$ cat src/rtl/fpfc_ram.sv
// Generic single-write, single-read RAM with registered read data (old data on collision).
`default_nettype none

module fpfc_ram #(
    parameter int WIDTH = 8,
    parameter int DEPTH = 16,
    localparam int AW = (DEPTH > 1) ? $clog2(DEPTH) : 1
) (
    input  wire logic             aclk,
    input  wire logic             we,
    input  wire logic [AW-1:0]    waddr,
    input  wire logic [WIDTH-1:0] wdata,
    input  wire logic             re,
    input  wire logic [AW-1:0]    raddr,
    output logic      [WIDTH-1:0] rdata
);

    logic [WIDTH-1:0] mem [DEPTH];

    always_ff @(posedge aclk) begin
        if (we) begin
            mem[waddr] <= wdata;
        end
        if (re) begin
            rdata <= mem[raddr];
        end
    end

endmodule

`default_nettype wire

$ cat config.mk
export PLATFORM = sky130hd
export DESIGN_NAME = fpfc_ram
export DESIGN_NICKNAME = d
export VERILOG_FILES = /design/src/rtl/fpfc_ram.sv
export SDC_FILE = /design/constraint.sdc
export NUM_CORES = 1
export LEC_CHECK = 0
export BUFFER_PORTS_ARGS = -buffer_cell sky130_fd_sc_hd__buf_2
export CORE_MARGIN = 5
export CORE_UTILIZATION = 50
export DETAILED_ROUTE_END_ITERATION = 6
export PLACE_DENSITY = 0.77
export SETUP_SLACK_MARGIN = 0.2
export SKIP_LAST_GASP = 1
export SYNTH_ARGS = -nofsm -noshare
export SYNTH_HDL_FRONTEND = slang
export SYNTH_SLANG_ARGS = --single-unit
$ cat constraint.sdc
create_clock -name aclk -period 2.3 [get_ports aclk]
set_input_delay 0.69 -clock aclk [delete_from_list [all_inputs] [get_ports aclk]]
set_output_delay 0.69 -clock aclk [all_outputs]
set_load 0.005 [all_outputs]
### Yosys cells after proc, flatten, opt, wreduce, memory -nomap -nowiden

Memories as Yosys holds them, arrays and structs flattened. A register that Yosys moved wholly into a read port is not among the register bits.
Index checks and enable logic that the tools add are counted.

* muxes and demuxes: 2

Operator list (count)
* 2-to-1 mux 1 bit: 2

* flip-flop bits (word level): 0
* RAM bits: 128
* input port bits: 19
* output and inout port bits: 8
* memories: 1

Memories
* mem: depth 16, width 8, rd ports 1, clocked after Yosys merged registers in 1, wr ports 1, RTL line 18 `logic [WIDTH-1:0] mem [DEPTH];`

### Longest topological paths before layout

* word-level depth: 2
* gate-level depth with buffers: 5

### Worst setup path after synthesis

No wires, ideal clock.

* kind: in2reg
* start point: in waddr[2]
* end point: mem mem[0][0], enable pin
* library setup time: 0.383 ns
* data arrival time: 1.800 ns
* slack: 0.117 ns
* stages: 2
* path buffers: 0
* cell sequence: or3b_2 > nor3_1

RTL lines
* start: declaration: RTL line 11 `input wire logic [AW-1:0] waddr,`
* end: declaration: RTL line 18

No word-level cell before the write port.

==> impl_metrics.env <==
export IMPL_vias=2460
export IMPL_fp_coreArea_um2=10300
export IMPL_end_kind="flop"
export IMPL_initial_utilization=0.509
export IMPL_endpoint="rdata[3]"
export IMPL_dp_hpwl_mm=5.96
export IMPL_fin_crit_ns=1.73
export IMPL_die_w_um=112
export IMPL_nNetsFinal=305
export IMPL_skew_ns=0.00988
export IMPL_area_growth_pct=19.7
export IMPL_yosysTopAreaCell="edfxtp_1"
export IMPL_relSlewSlack=0.742
export IMPL_grt_pass1_wl_mm=14.5
export IMPL_cts_buffer_depth=2
export IMPL_tns_ns=0
export IMPL_antenna_left=0
export IMPL_netlist_cell_type_count=18
export IMPL_cp_start_kind="input port"
export IMPL_syn_avg_cell_area_um2=22.8
export IMPL_drtPass1Iterations=4
export IMPL_synth_edff_count=136
export IMPL_rr_startpoint="mem[3][6]"
export IMPL_io_buffers=26
export IMPL_p_comb_frac=0.045
export IMPL_dp_slack_ns=0.0132
export IMPL_power_leakage_uw=0.00213
export IMPL_vias_per_cell=5.66
export IMPL_synth_seq_cells=136
export IMPL_regToRegSetupSlack_ns=0.75
export IMPL_pwr_share_seq=0.487
export IMPL_yosys_most_used_dff="edfxtp_1"
export IMPL_cts_tree="done"
export IMPL_cp_max_fo=10
export IMPL_diodes=0
export IMPL_cts_sinks=136
export IMPL_synth_top_family_by_area="multiplexers"
export IMPL_fmax_ghz=0.578
export IMPL_rows=37
export IMPL_tightest_slew_ns=0.386
export IMPL_max_cap_violations=0
export IMPL_peakVddDrop_uv=427
export IMPL_swShare=0.205
export IMPL_drive_gt1_frac=0.334
export IMPL_multiInputGateArea_um2=1060
export IMPL_period_share=0.753
export IMPL_gp_congestion=0.752
export IMPL_syn_num_nets=248
export IMPL_synth_common_cells="136 x edfxtp_1, 18 x mux4_2, 16 x a22oi_1, 14 x mux4_1, 13 x nor2_1"
export IMPL_cp_slowest_stage_delay_ns=0.57
export IMPL_power_density_nw_per_um2=921
export IMPL_drc=0
export IMPL_n_fill_cell=713
export IMPL_holdCritPathClass="input port to flop"
export IMPL_grt_usage=0.158
export IMPL_postCtsSetupRepairBufs=0
export IMPL_startpoint="raddr[0]"
export IMPL_syn_inst=229
export IMPL_cts_resized=0
export IMPL_critPathArrivalTime_ns=1.99
export IMPL_path_cells="buf_2 > buf_4 > mux4_1 > a22oi_1 > nand2_1"
export IMPL_path_class="input port to flop"
export IMPL_async_flop_share=0
export IMPL_outcome="complete, no violations"
export IMPL_drt_iter0_drc=180
export IMPL_first_global_vias=2636
export IMPL_grt_ovfl_total=0
export IMPL_yosys_area_top_type_share=0.781
export IMPL_drv_slew=0
export IMPL_totalWireLength_mm=9.27
export IMPL_io_pins=27
export IMPL_ys_seq_area_frac=0.781
export IMPL_clock_latency_ns=0.52
export IMPL_synth_most_common_cell="edfxtp_1"
export IMPL_cts_root_buf="clkbuf_8"
export IMPL_hold_viol_final=0
export IMPL_chipHeight_um=112
export IMPL_cts_made_buffers=17
export IMPL_rr_worst_depth=3
export IMPL_pwr_share_clk=0.469
export IMPL_synth_xor_area_share=0
export IMPL_setup_viol=0
export IMPL_wl_per_cell_um=21.3
export IMPL_regArea_um2=4080
export IMPL_grt_antenna_before_repair=0
export IMPL_cts_hold_buf=0
export IMPL_synth_compound_area_share=0.0230
export IMPL_cts_htree_levels=4
export IMPL_clk_pin_slew_ns=0.06
export IMPL_rsz0062_at_grt="no"
export IMPL_dieArea_um2=12600
export IMPL_power_switching_uw=1180
export IMPL_syn_area_um2=5230
export IMPL_grt_start_max_net_pins=33
export IMPL_synthAdderAreaFrac=0
export IMPL_synthMuxAreaShare=0.148
export IMPL_p_int_uw=4580
export IMPL_setup_slack_ns=0.569
export IMPL_worst_ep_required_time_ns=2.56
export IMPL_ys_warnings_count=0
export IMPL_r2r_end="rdata[6]"
export IMPL_synth_simple_area_share=0.0314
export IMPL_synthTopCellsByArea="edfxtp_1 78%, mux4_2 7.8%, mux4_1 7.0%"
export IMPL_slowest_stage="mux4_1"
cell usage in the layout (no fill, tap or decap):
cell type / instances
buf_2: 26
or3b_2: 1
nand3_1: 1
nor3_2: 1
nand3b_1: 2
a22oi_1: 16
clkinv_2: 1
nand2_1: 9
nor2_1: 13
clkbuf_8: 1
nand2b_1: 2
nor2b_1: 1
clkbuf_16: 16
bufinv_16: 3
clkinvlp_4: 2
mux4_1: 14
and2b_1: 1
edfxtp_1: 136
mux4_2: 18
and2_1: 1
buf_12: 3
nor3_1: 3
inv_8: 1
clkinv_4: 4
buf_4: 19
inv_6: 4
layout make-up:
| type | instances | share of cell area |
|---|---|---|
| Sequential cell | 136 | 0.653 |
| Multi-Input combinational cell | 83 | 0.170 |
| Clock buffer | 17 | 0.0662 |
| Timing Repair Buffer | 48 | 0.0532 |
| Clock inverter | 15 | 0.0306 |
| Tap cell | 136 | 0.0272 |
state kept, by name, summed over array words and instances (netlist names):
register  count
mem         128
rdata         8
power groups by stage:
stage	logic, uW	registers [uW]	clock network [uW]
3_5_place_dp	259	2860	0
2_1_floorplan	141	2860	0
4_1_cts	261	2810	2740
3_3_place_gp	251	2850	0
5_1_grt	278	2810	2850
6_report	257	2800	2700
metal layers:
layer / share of wire / vias to the layer above / routed length [um] / track usage
met3: 0.054 / 5 / 504 / 0.0458
met2: 0.52 / 81 / 4790 / 0.252
met4: 0.0095 / 0 / 88 / 0.0601
met1: 0.42 / 1272 / 3890 / 0.207
met5: 0 / - / 0 / 0
li1: - / 1102 / - / -
worst min-delay path by stage:
stage                from  endpoint  cells past startpoint
6_report               re  rdata[3]                      1
5_1_grt                re  rdata[6]                      1
4_1_cts                re  rdata[3]                      1
3_5_place_dp    mem[7][1]  rdata[1]                      3
3_3_place_gp   mem[11][2]  rdata[2]                      3
2_1_floorplan   mem[7][0]  rdata[0]                      3
through the flow:
step                      total power, uW   util  instance area (um2)  hold WS, ns  instances
after global placement               3100  0.550                 5650        0.735        403
after global routing                 5940  0.609                 6250        0.511        435
final                                5760  0.609                 6250        0.528        435
after CTS                            5810  0.609                 6250        0.505        435
after detailed placement             3120  0.550                 5650        0.747        403
after floorplan                      3000      -                 5230        0.705        229
worst max-delay path, delay by kind of cell:
| family | cells | cell delay (ns) |
|---|---|---|
| mux | 1 | 0.57 |
| compound gates | 1 | 0.24 |
| simple gates | 1 | 0.09 |
| buf+inv | 2 | 0.40 |
kinds of logic (layout without fill, tap and decap cells):
| kind of cell | Yosys count | after routing |
|---|---|---|
| AOI/OAI and AO/OA | 16 | 16 |
| buffers and inverters | 10 | 80 |
| DFF | 136 | 136 |
| muxes | 32 | 32 |
| and+or+nand+nor | 35 | 35 |
(Power assumes the default switching activity.)
